### src/rtl/tpf_pkg.sv
// Shared constants and types for the tunnel-or-TCP frame filter.
// Used by tunnel_or_tcp_packet_filter; depends on nothing else.
package tpf_pkg;

    // Allow bitmap depth and the address width that follows from it.
    localparam int unsigned IFACE_SLOTS = 1024;
    localparam int unsigned IFACE_AW    = (IFACE_SLOTS > 1) ? $clog2(IFACE_SLOTS) : 1;

    localparam logic [15:0] ETH_IPV4      = 16'h0800;
    localparam logic [15:0] ETH_IPV6      = 16'h86DD;
    localparam logic [7:0]  PROTO_TCP     = 8'd6;
    localparam logic [7:0]  PROTO_UDP     = 8'd17;
    localparam logic [7:0]  PROTO_FRAG    = 8'd44;
    localparam logic [15:0] PORT_VXLAN_A  = 16'd8472;
    localparam logic [15:0] PORT_VXLAN_B  = 16'd4789;
    localparam logic [15:0] FRAG_OFS_MASK = 16'h1FFF;
    localparam logic [7:0]  IHL_MASK      = 8'h0F;

    // Byte positions within the frame, counted from the destination address.
    localparam logic [6:0] POS_ETH_HI    = 7'd12;
    localparam logic [6:0] POS_ETH_LO    = 7'd13;
    localparam logic [6:0] POS_L3        = 7'd14;
    localparam logic [6:0] POS_V4_FRAG_H = 7'd20;
    localparam logic [6:0] POS_V4_FRAG_L = 7'd21;
    localparam logic [6:0] POS_V4_PROTO  = 7'd23;
    localparam logic [6:0] POS_V6_NEXT   = 7'd20;
    localparam logic [6:0] POS_V6_L4     = 7'd54;
    localparam logic [6:0] POS_V6_FRAG_L4 = 7'd62;
    localparam logic [6:0] POS_MAX       = 7'd127;

    typedef enum logic [2:0] {
        RSN_IFACE     = 3'd0,
        RSN_NOT_IP    = 3'd1,
        RSN_TCP       = 3'd2,
        RSN_VXLAN     = 3'd3,
        RSN_OTHER     = 3'd4,
        RSN_FRAGMENT  = 3'd5,
        RSN_TRUNCATED = 3'd6
    } t_reason;

    // Which captured fields are complete in the current frame.
    typedef struct packed {
        logic eth;
        logic proto;
        logic ihl;
        logic inner;
        logic src;
        logic dst;
    } t_seen;

endpackage

### src/rtl/tunnel_or_tcp_packet_filter.sv
// Top level of the tunnel-or-TCP frame filter: byte parser, allow bitmap, verdict.
// Depends on tpf_pkg for constants, the reason codes and the field flags.
//
//  channel  | dir | fields (lowest bit first)                         | accepted when
//  s (in)   | in  | tuser: mode; tdata: iface, enable, data_byte; tlast | tvalid & tready
//  m (out)  | out | tdata: keep, reason                                | tvalid & tready
//
// One item is accepted per cycle while o_s_tready is high; a result leaves the output
// register after its last byte passes the input register and the bitmap read stage.
// After reset the bitmap is swept to zero, one entry a cycle, over all IFACE_SLOTS entries
// (1024); input tready stays low during that sweep.
// Each stage moves on whenever the stage after it is empty or emptying, so items
// keep entering while a result waits downstream.
module tunnel_or_tcp_packet_filter (
    input  logic        i_clk,
    input  logic        i_rst_n,
    input  logic        i_s_tvalid,
    output logic        o_s_tready,
    input  logic [31:0] i_s_tdata,  // [15:0] iface, [16] enable, [24:17] data_byte, zero pad
    input  logic        i_s_tuser,  // [0] mode
    input  logic        i_s_tlast,
    output logic        o_m_tvalid,
    input  logic        i_m_tready,
    output logic [7:0]  o_m_tdata   // [0] keep, [3:1] reason, zero pad
);

    localparam int unsigned AW = tpf_pkg::IFACE_AW;

    // Bitmap clearing sweep.
    logic          r_clearing;
    logic [AW-1:0] r_clr_idx;

    // Input stage.
    logic        r_av;
    logic        r_a_mode;
    logic [15:0] r_a_iface;
    logic        r_a_enable;
    logic [7:0]  r_a_byte;
    logic        r_a_last;

    // Frame parse state.
    logic [6:0]      r_pos, n_pos;
    logic [15:0]     r_frame_iface, n_frame_iface;
    logic [15:0]     r_ether_type, n_ether_type;
    logic [7:0]      r_ip_proto, n_ip_proto;
    logic [15:0]     r_frag, n_frag;
    logic [3:0]      r_hdr_words, n_hdr_words;
    logic [7:0]      r_inner_next, n_inner_next;
    logic [15:0]     r_src_port, n_src_port;
    logic [15:0]     r_dst_port, n_dst_port;
    tpf_pkg::t_seen  r_seen, n_seen;
    tpf_pkg::t_reason a_rsn;

    // Bitmap read stage.
    logic             r_bv;
    tpf_pkg::t_reason r_b_rsn;
    logic             r_b_inrange;
    logic             r_b_allow;

    // Output stage.
    logic             r_ov;
    logic             r_o_keep;
    tpf_pkg::t_reason r_o_rsn;

    logic r_allow_mem [tpf_pkg::IFACE_SLOTS];

    logic          adv_out, adv_b, a_res, a_fire, s_accept;
    logic          a_inrange, f_inrange;
    logic          mem_we, mem_wd, mem_re;
    logic [AW-1:0] mem_wa;
    tpf_pkg::t_reason b_final;

    assign adv_out  = !r_ov || i_m_tready;
    assign adv_b    = !r_bv || adv_out;
    assign a_res    = r_av && r_a_mode && r_a_last;
    assign a_fire   = r_av && (!a_res || adv_b);
    assign o_s_tready = !r_clearing && (!r_av || a_fire);
    assign s_accept = i_s_tvalid && o_s_tready;

    assign a_inrange = {1'b0, r_a_iface} < 17'(tpf_pkg::IFACE_SLOTS);
    assign f_inrange = {1'b0, n_frame_iface} < 17'(tpf_pkg::IFACE_SLOTS);

    assign mem_we = r_clearing || (a_fire && !r_a_mode && a_inrange);
    assign mem_wa = r_clearing ? r_clr_idx : r_a_iface[AW-1:0];
    assign mem_wd = r_clearing ? 1'b0 : r_a_enable;
    assign mem_re = a_fire && a_res;

    // Parser and interface-independent part of the verdict.
    always_comb begin
        logic [6:0] p;
        logic [6:0] l4;
        logic       do_grab;
        logic [7:0] b;
        logic [7:0] nh;
        logic       port_hit;
        tpf_pkg::t_reason udp_rsn;

        p  = r_pos;
        b  = r_a_byte;
        l4 = tpf_pkg::POS_V6_L4;
        do_grab = 1'b0;
        nh = 8'd0;

        n_pos         = r_pos;
        n_frame_iface = r_frame_iface;
        n_ether_type  = r_ether_type;
        n_ip_proto    = r_ip_proto;
        n_frag        = r_frag;
        n_hdr_words   = r_hdr_words;
        n_inner_next  = r_inner_next;
        n_src_port    = r_src_port;
        n_dst_port    = r_dst_port;
        n_seen        = r_seen;

        if (p == 7'd0) n_frame_iface = r_a_iface;
        if (p == tpf_pkg::POS_ETH_HI) n_ether_type[15:8] = b;
        if (p == tpf_pkg::POS_ETH_LO) begin
            n_ether_type[7:0] = b;
            n_seen.eth = 1'b1;
        end

        if (n_seen.eth && n_ether_type == tpf_pkg::ETH_IPV4) begin
            if (p == tpf_pkg::POS_L3) begin
                n_hdr_words = b[3:0] & tpf_pkg::IHL_MASK[3:0];
                n_seen.ihl  = 1'b1;
            end
            if (p == tpf_pkg::POS_V4_FRAG_H) n_frag[15:8] = b;
            if (p == tpf_pkg::POS_V4_FRAG_L) n_frag[7:0] = b;
            if (p == tpf_pkg::POS_V4_PROTO) begin
                n_ip_proto = b;
                n_seen.proto = 1'b1;
            end
            // L4 starts after the variable-length IPv4 header.
            l4 = tpf_pkg::POS_L3 + {1'b0, n_hdr_words, 2'b00};
            do_grab = n_seen.ihl;
        end else if (n_seen.eth && n_ether_type == tpf_pkg::ETH_IPV6) begin
            if (p == tpf_pkg::POS_V6_NEXT) begin
                n_ip_proto = b;
                n_seen.proto = 1'b1;
            end
            if (p == tpf_pkg::POS_V6_L4) begin
                n_inner_next = b;
                n_seen.inner = 1'b1;
            end
            l4 = (n_ip_proto == tpf_pkg::PROTO_FRAG) ? tpf_pkg::POS_V6_FRAG_L4
                                                     : tpf_pkg::POS_V6_L4;
            do_grab = n_seen.proto;
        end

        if (do_grab) begin
            if (p == l4) n_src_port[15:8] = b;
            if (p == 7'(l4 + 7'd1)) begin
                n_src_port[7:0] = b;
                n_seen.src = 1'b1;
            end
            if (p == 7'(l4 + 7'd2)) n_dst_port[15:8] = b;
            if (p == 7'(l4 + 7'd3)) begin
                n_dst_port[7:0] = b;
                n_seen.dst = 1'b1;
            end
        end

        if (r_pos != tpf_pkg::POS_MAX) n_pos = 7'(r_pos + 7'd1);

        port_hit = n_src_port == tpf_pkg::PORT_VXLAN_A || n_src_port == tpf_pkg::PORT_VXLAN_B
                || n_dst_port == tpf_pkg::PORT_VXLAN_A || n_dst_port == tpf_pkg::PORT_VXLAN_B;
        if (!(n_seen.src && n_seen.dst)) udp_rsn = tpf_pkg::RSN_TRUNCATED;
        else if (port_hit)               udp_rsn = tpf_pkg::RSN_VXLAN;
        else                             udp_rsn = tpf_pkg::RSN_OTHER;

        if (!n_seen.eth) begin
            a_rsn = tpf_pkg::RSN_TRUNCATED;
        end else if (n_ether_type == tpf_pkg::ETH_IPV4) begin
            if (!n_seen.proto)                              a_rsn = tpf_pkg::RSN_TRUNCATED;
            else if (n_ip_proto == tpf_pkg::PROTO_TCP)      a_rsn = tpf_pkg::RSN_TCP;
            else if (n_ip_proto != tpf_pkg::PROTO_UDP)      a_rsn = tpf_pkg::RSN_OTHER;
            else if ((n_frag & tpf_pkg::FRAG_OFS_MASK) != 16'd0) a_rsn = tpf_pkg::RSN_FRAGMENT;
            else                                            a_rsn = udp_rsn;
        end else if (n_ether_type == tpf_pkg::ETH_IPV6) begin
            nh = n_ip_proto;
            if (!n_seen.proto) begin
                a_rsn = tpf_pkg::RSN_TRUNCATED;
            end else if (nh == tpf_pkg::PROTO_TCP) begin
                a_rsn = tpf_pkg::RSN_TCP;
            end else if (nh == tpf_pkg::PROTO_FRAG && !n_seen.inner) begin
                a_rsn = tpf_pkg::RSN_TRUNCATED;
            end else begin
                // Look through one fragment header.
                if (nh == tpf_pkg::PROTO_FRAG) nh = n_inner_next;
                if (nh == tpf_pkg::PROTO_TCP)      a_rsn = tpf_pkg::RSN_TCP;
                else if (nh != tpf_pkg::PROTO_UDP) a_rsn = tpf_pkg::RSN_OTHER;
                else                               a_rsn = udp_rsn;
            end
        end else begin
            a_rsn = tpf_pkg::RSN_NOT_IP;
        end

        if (r_a_last) begin
            n_pos  = 7'd0;
            n_seen = '0;
        end
    end

    assign b_final = (!r_b_inrange || !r_b_allow) ? tpf_pkg::RSN_IFACE : r_b_rsn;

    always_ff @(posedge i_clk) begin
        if (!i_rst_n) begin
            r_clearing <= 1'b1;
            r_clr_idx  <= '0;
            r_av       <= 1'b0;
            r_bv       <= 1'b0;
            r_ov       <= 1'b0;
            r_pos      <= '0;
            r_seen     <= '0;
        end else begin
            if (r_clearing) begin
                if (r_clr_idx == AW'(tpf_pkg::IFACE_SLOTS - 1)) r_clearing <= 1'b0;
                else                                             r_clr_idx <= AW'(r_clr_idx + 1'b1);
            end

            if (s_accept)    r_av <= 1'b1;
            else if (a_fire) r_av <= 1'b0;

            if (a_fire && r_a_mode) begin
                r_pos  <= n_pos;
                r_seen <= n_seen;
            end

            if (a_fire && a_res) r_bv <= 1'b1;
            else if (adv_out)    r_bv <= 1'b0;

            if (r_bv && adv_out)  r_ov <= 1'b1;
            else if (i_m_tready)  r_ov <= 1'b0;
        end
    end

    // Payload registers.
    always_ff @(posedge i_clk) begin
        if (s_accept) begin
            r_a_mode   <= i_s_tuser;
            r_a_iface  <= i_s_tdata[15:0];
            r_a_enable <= i_s_tdata[16];
            r_a_byte   <= i_s_tdata[24:17];
            r_a_last   <= i_s_tlast;
        end
        if (a_fire && r_a_mode) begin
            r_frame_iface <= n_frame_iface;
            r_ether_type  <= n_ether_type;
            r_ip_proto    <= n_ip_proto;
            r_frag        <= n_frag;
            r_hdr_words   <= n_hdr_words;
            r_inner_next  <= n_inner_next;
            r_src_port    <= n_src_port;
            r_dst_port    <= n_dst_port;
        end
        if (a_fire && a_res) begin
            r_b_rsn     <= a_rsn;
            r_b_inrange <= f_inrange;
        end
        if (r_bv && adv_out) begin
            r_o_rsn  <= b_final;
            r_o_keep <= (b_final == tpf_pkg::RSN_TCP) || (b_final == tpf_pkg::RSN_VXLAN);
        end
    end

    // Allow bitmap: one write and one registered read per cycle.
    always_ff @(posedge i_clk) begin
        if (mem_we) r_allow_mem[mem_wa] <= mem_wd;
        if (mem_re) r_b_allow <= r_allow_mem[n_frame_iface[AW-1:0]];
    end

    assign o_m_tvalid = r_ov;
    assign o_m_tdata  = {4'b0000, r_o_rsn, r_o_keep};

    a_no_accept_while_clearing: assert property (@(posedge i_clk) disable iff (!i_rst_n)
        r_clearing |-> !o_s_tready)
        else $error("input accepted during bitmap clear");

    a_keep_matches_reason: assert property (@(posedge i_clk) disable iff (!i_rst_n)
        r_ov |-> (r_o_keep == ((r_o_rsn == tpf_pkg::RSN_TCP) || (r_o_rsn == tpf_pkg::RSN_VXLAN))))
        else $error("keep flag disagrees with reason");

    a_frame_start_clean: assert property (@(posedge i_clk) disable iff (!i_rst_n)
        (r_pos == 7'd0) |-> (r_seen == '0))
        else $error("field flags set at frame start");

    a_b_holds_on_stall: assert property (@(posedge i_clk) disable iff (!i_rst_n)
        (r_bv && !adv_out) |=> r_bv)
        else $error("verdict lost while output stalled");

    a_result_follows_last: assert property (@(posedge i_clk) disable iff (!i_rst_n)
        (r_bv && adv_out) |=> r_ov)
        else $error("verdict did not reach output register");

endmodule

### config.mk
export PLATFORM = sky130hd
export DESIGN_NAME = tunnel_or_tcp_packet_filter
export DESIGN_NICKNAME = d
export VERILOG_FILES = /design/src/rtl/tpf_pkg.sv /design/src/rtl/tunnel_or_tcp_packet_filter.sv
export SDC_FILE = /design/constraint.sdc
export NUM_CORES = 2
export LEC_CHECK = 0
export ABC_AREA = 0
export ABC_CLOCK_PERIOD_IN_PS = 53100
export BUFFER_PORTS_ARGS = -buffer_cell sky130_fd_sc_hd__buf_2
export CAP_MARGIN = 20
export CORE_ASPECT_RATIO = 1.2
export CORE_MARGIN = 2
export CORE_UTILIZATION = 40
export CTS_CLUSTER_DIAMETER = 100
export CTS_CLUSTER_SIZE = 28
export DETAILED_ROUTE_END_ITERATION = 10
export PLACE_DENSITY_LB_ADDON = 0.2
export SYNTH_ARGS = -nofsm -noshare
export SYNTH_HDL_FRONTEND = slang
export SYNTH_SLANG_ARGS = --single-unit
### constraint.sdc
create_clock -name i_clk -period 53.1 [get_ports i_clk]
set_clock_uncertainty 0.2 [all_clocks]
set_input_delay 7.965 -clock i_clk [delete_from_list [all_inputs] [get_ports i_clk]]
set_output_delay 7.965 -clock i_clk [all_outputs]
set_load 0.02 [all_outputs]
Word-level counts from Yosys, hierarchy flattened
Memories as Yosys holds them, arrays and structs flattened. A register that Yosys moved wholly into a read port is not among the register bits.
Index checks and enable logic that the tools add are counted.
Cells by class
  eq/ne operators: 27
  magnitude comparators: 2
  add/sub/neg operators: 6
  reduce and logical (&&, ||, !) cells: 44
  muxes and demuxes: 77
  bitwise operators: 1
Operator list (count)
  2-to-1 mux 8 bit: 23
  2-to-1 mux 16 bit: 3
  2-to-1 mux 3 bit: 14
  == test 16 x 13 -> 1 bit (second input constant): 2
  == test 16 x 14 -> 1 bit (second input constant): 2
  < comparator 16 x 11 -> 1 bit (second input constant): 2
  == test 7 bit: 4
  2-to-1 mux 1 bit: 25
  == test 7 x 4 -> 1 bit (second input constant): 3
  == test 7 x 5 -> 1 bit (second input constant): 3
  2-to-1 mux 7 bit: 3
  == test 16 x 12 -> 1 bit (second input constant): 1
  == test 16 bit (second input constant): 1
  == test 8 x 3 -> 1 bit (second input constant): 2
  == test 8 x 6 -> 1 bit (second input constant): 2
  2-to-1 mux 4 bit: 4
  != test 8 x 5 -> 1 bit (second input constant): 2
  nonzero test 16 bit: 1
  adder 7 x 1 -> 7 bit (second input constant): 2
  adder 7 x 2 -> 7 bit (second input constant): 2
  logical AND 1 bit: 14
  2-to-1 mux 13 bit: 1
  adder 10 x 1 -> 10 bit (second input constant): 1
  == test 10 bit (second input constant): 1
  14 further kinds: 39
Word-level totals
  logic and storage cells: 187
  bits of input ports: 38
  bits in writable memories: 1024
  memories: 1
  register bits: 159
  output and inout bits: 10
Memory list
  r_allow_mem: words 1024, width 1, read ports 1, clocked after memory_dff 1, write ports 1, RTL line tunnel_or_tcp_packet_filter.sv:65  | logic r_allow_mem [tpf_pkg::IFACE_SLOTS];

Depth between registers and ports, before layout
  word-level depth: 27
  depth in mapped cells: 23
  gate-level depth less buffers: 23

Worst setup path after synthesis
No wires, ideal clock.
  path kind: reg2reg
  from: reg r_clearing
  to: mem r_allow_mem[0] (data pin)
  required time: 47.656 ns
  setup slack: 22.121 ns
  cell stages (with the launch flop): 5
  setup time: 5.244 ns
  arrival time: 25.534 ns
  cell sequence: dfxtp_1 clkbuf_1 clkbuf_1 buf_1 nor2b_1
On the way
  cells in the longest elaborated chain, start to end: 1
RTL lines
  start, declared: RTL line tunnel_or_tcp_packet_filter.sv:30  | logic r_clearing;
  start signal, assigned: RTL line tunnel_or_tcp_packet_filter.sv:208  | r_clearing <= 1'b1;
  start signal, assigned: RTL line tunnel_or_tcp_packet_filter.sv:217  | if (r_clr_idx == AW'(tpf_pkg::IFACE_SLOTS - 1)) r_clearing <= 1'b0;
  2-to-1 mux 1 bit: RTL line tunnel_or_tcp_packet_filter.sv:85  | assign mem_wd = r_clearing ? 1'b0 : r_a_enable;
  net mem_wd: RTL line tunnel_or_tcp_packet_filter.sv:69  | logic mem_we, mem_wd, mem_re;
  end, declared: RTL line tunnel_or_tcp_packet_filter.sv:65
The timed path passes the listed nets, and every way through them passes these cells.

Final worst setup path
  from: in i_m_tready
  to: out o_s_tready
On the way
  cells in the longest elaborated chain, start to end: 6
RTL lines
  start, declared: RTL line tunnel_or_tcp_packet_filter.sv:23  | input logic i_m_tready,
  logical OR 1 bit: RTL line tunnel_or_tcp_packet_filter.sv:73  | assign adv_out = !r_ov || i_m_tready;
  logical OR 1 bit: RTL line tunnel_or_tcp_packet_filter.sv:74  | assign adv_b = !r_bv || adv_out;
  logical OR 1 bit: RTL line tunnel_or_tcp_packet_filter.sv:76  | assign a_fire = r_av && (!a_res || adv_b);
  logical AND 1 bit: RTL line tunnel_or_tcp_packet_filter.sv:76
  logical OR 1 bit: RTL line tunnel_or_tcp_packet_filter.sv:77  | assign o_s_tready = !r_clearing && (!r_av || a_fire);
  logical AND 1 bit: RTL line tunnel_or_tcp_packet_filter.sv:77
  end, declared: RTL line tunnel_or_tcp_packet_filter.sv:18  | output logic o_s_tready,
No other way between the ends.

==> results.yml <==
critical_path:
  startpoint_type: "input pin"
  r2r_start: "r_pos[0]"
  r2r-end: "r_b_allow"
  cp_slowest_cell: "nor2_1"
  worstPathCellList: "buf_2 -> nor2b_1 -> nand2_1 -> nor2_1 -> nor2_1 -> buf_2"
  critPathRequiredTime_ns: 44.94
  ff2ff_setup_slack_ns: 45.06
  crit_arrival_ns: 9.03
  cp_max_fo: 5
  crit_path_end_kind: "output pin"
  rr_worst_depth: 20
  worstSetupPathType: "in -> out"
  critical_path.max_stage_delay_ns: 0.36
min_path:
  whs_endpoint: "r_seen[1]"
  hp-class: "reg -> reg"
  hold_path.startpoint: "r_seen[1]"
  hold_depth: 2
global_route:
  grt_pass1_wl_mm: 229
  grtUsageTotal_pct: 21.8
  antenna_found_initial: 2
  grt.overflow.total: 0
  grt_max_degree: 291
  grt_pass1_vias: 35500
power:
  ir_worst_vdd_mv: 0.0218
  p_leak_nw: 17.8
  power_density_nw_per_um2: 25.8
timing:
  fmax_ghz: 0.0581
  max_slew_margin_pct: 17.0
  setup_violations: 0
  tns_ns: 0
  hold_viol_final: 0
  slew_violations: 0
  rsz0062_at_grt: "false"
  worst_pin_slew_ns: 1.25
  finalCritPeriodShare_pct: 32.4
  finalCriticalPeriod_ns: 17.20
die:
  die-area_um2: 139000
  initial_core_util_pct: 40.1
  dieWidth_um: 340
  row_count: 148
  ios: 48
  die_height_um: 407
  core_um2: 135000
placement:
  place_hpwl_mm: 83.5
  place.port_buffers: 36
  dp_cells: 6587
  gp_congestion: 0.822
yosys:
  yosys.area_share.simple_pct: 22.1
  synth_cell_type_count: 85
  synth_adder_area_share_pct: 0.162
  ys_ff_latch: 1184
  synth-warning-count: 0
  synth-xor-area-share_pct: 0.305
  synth.top_cell.area_share_pct: 64.1
  synthMuxAreaShare_pct: 2.55
  syn_area_um2: 54200
  synth_top_family_by_area: "simple AND/OR/NAND/NOR gates"
  seq_area_frac_synth_pct: 65.1
  avgSynthCellArea_um2: 10.6
  synth-compound-area-share_pct: 6.14
  synth-edff-count: 1157
  ys_async_sr_fraction_pct: 0
  ys.flop_type: "edfxtp_1"
  synth_area_leaders: "edfxtp_1 64%, nor2_1 7.5%, nand2_1 7.1%"
  synthCells: 5092
  synth_area_leader_cell: "edfxtp_1"
cts:
  cts_buffers: 50
  clk_path_buf_depth: 3
  cts_resized: 0
  cts_setup_buffers: 0
  h-tree-depth: 2
  clockRootBuffer: "clkbuf_16"
  cts_tree: "yes"
  clkTransAtPathRegs_ns: 0.10
  holdBufCountCts: 0
  clk_latency_ns: 0.70
  cts_sinks: 1184
route:
  drt_iter0_drc: 4299
  postRouteAntennaNets: 0
  routed_wl_mm: 156
  firstDrtPassIters: 6
  via_per_inst: 5.73
  drc: 0
  routedWlPerCell_um: 23.4
  vias: 38300
flow_run:
  maxCapViolCount: 0
cells_and_area:
  area_growth_pct: 6.93
  drive_gt1_share_pct: 7.38
  regArea_um2: 35300
  fin_nets: 4904
  stdcell_count: 6677
  multi_input_area_um2: 17300
  fillerInstances: 13000
outcome:
  outcome: "completed"
==> power by group <==
part,total [W],switching (W),internal (W)
sequential,0.00101,0.000000430,0.00101
clock,0.000473,0.000296,0.000178
combinational,0.0000153,0.0000127,0.00000260
==> cells in the final DEF, fill, tap and decap left out, drive strengths merged, types with 59 or more instances in the layout <==
cell	instances
edfxtp	1157
and3	126
mux2	69
nand3	421
nor3	61
nor2	1081
nand2	1031
clkbuf	59
a311oi	170
a211oi	65
buf	157
==> state kept, by name, indices dropped and copies added, names as in the netlist, 7 cells and up <==
register	cells
r_src_port	16
r_frag	13
r_dst_port	16
r_pos	7
r_allow_mem	1024
r_inner_next	8
r_ip_proto	8
r_a_byte	8
r_ether_type	16
r_a_iface	16
r_clr_idx	10
r_frame_iface	16
==> Yosys cell counts, drive strengths merged (7+ instances only) <==
| cell | number |
|---|---|
| a21oi | 23 |
| mux2 | 69 |
| a211oi | 65 |
| nor4 | 16 |
| and2 | 10 |
| inv | 43 |
| nand2 | 1031 |
| dfxtp | 27 |
| a31oi | 44 |
| edfxtp | 1157 |
| nor2 | 1081 |
| or3 | 9 |
| xnor2 | 11 |
| mux2i | 49 |
| nor3 | 61 |
| o211ai | 7 |
| nand4 | 19 |
| nor2b | 14 |
| nand3 | 421 |
| xor2 | 7 |
| a211o | 13 |
| buf | 98 |
| o21ai | 35 |
| and3 | 126 |
| o31ai | 9 |
| nor3b | 10 |
| a311oi | 170 |
| ha | 7 |
| nand2b | 12 |
| o311ai | 13 |
| clkbuf | 347 |
==> layer usage <==
metal / vias up / track usage (%) / routed length (um)
li1: 17400 / - / -
met1: 19300 / 29.5 / 65100
met2: 1304 / 37.2 / 76000
met3: 230 / 2.37 / 10400
met4: 0 / 6.23 / 4800
met5: - / 0 / 0
==> critical path: cells and delay by family <==
kind | cells | cell delay, ns
and+or+nand+nor | 4 | 0.79
buffers and inverters | 2 | 0.27
==> worst max path at each step <==
| stage | depth (start not counted) | slack (ns) | endpoint | from |
|---|---|---|---|---|
| 6_report | 6 | 35.90 | o_s_tready | i_m_tready |
| 5_1_grt | 6 | 35.75 | o_s_tready | i_m_tready |
| 4_1_cts | 6 | 35.89 | o_s_tready | i_m_tready |
| 3_5_place_dp | 6 | 35.90 | o_s_tready | i_m_tready |
| 3_3_place_gp | 6 | 35.91 | o_s_tready | i_m_tready |
| 2_1_floorplan | 4 | 22.12 | r_allow_mem[0] | r_clearing |
==> final cells by class <==
type / count / area share, %
antenna: 1 / 0.00432
clock inverter: 10 / 0.209
inverter: 45 / 0.324
multi-input combinational: 3421 / 29.8
clock buffer: 59 / 2.22
sequential: 1184 / 60.9
tap: 1800 / 3.88
timing repair buffer: 157 / 2.76
==> logic make-up (layout without fill, tap and decap cells) <==
logic type / count (synthesis) / count (layout)
other: 1 / 5
flip-flops: 1184 / 1184
AND/OR/NAND/NOR: 2839 / 2839
buffers and inverters: 490 / 271
multiplexers: 123 / 123
adder cells (fa/ha/maj): 7 / 7
XOR/XNOR: 18 / 18
AO/OA/AOI/OAI: 430 / 430
==> metrics by stage <==
stage	setup WS (ns)	total power [W]	hold WS, ns	utilization (%)	area, um2
6_report	35.90	0.00150	0.273	42.9	58000
5_1_grt	35.75	0.00154	0.296	42.9	58000
4_1_cts	35.89	0.00151	0.278	42.5	57400
3_5_place_dp	35.90	0.00105	0.253	41.4	56000
3_3_place_gp	35.91	0.00105	0.254	41.4	56000
2_1_floorplan	22.12	0.00104	0.230	-	54200
Note: power is estimated with default switching activity, not from simulation.
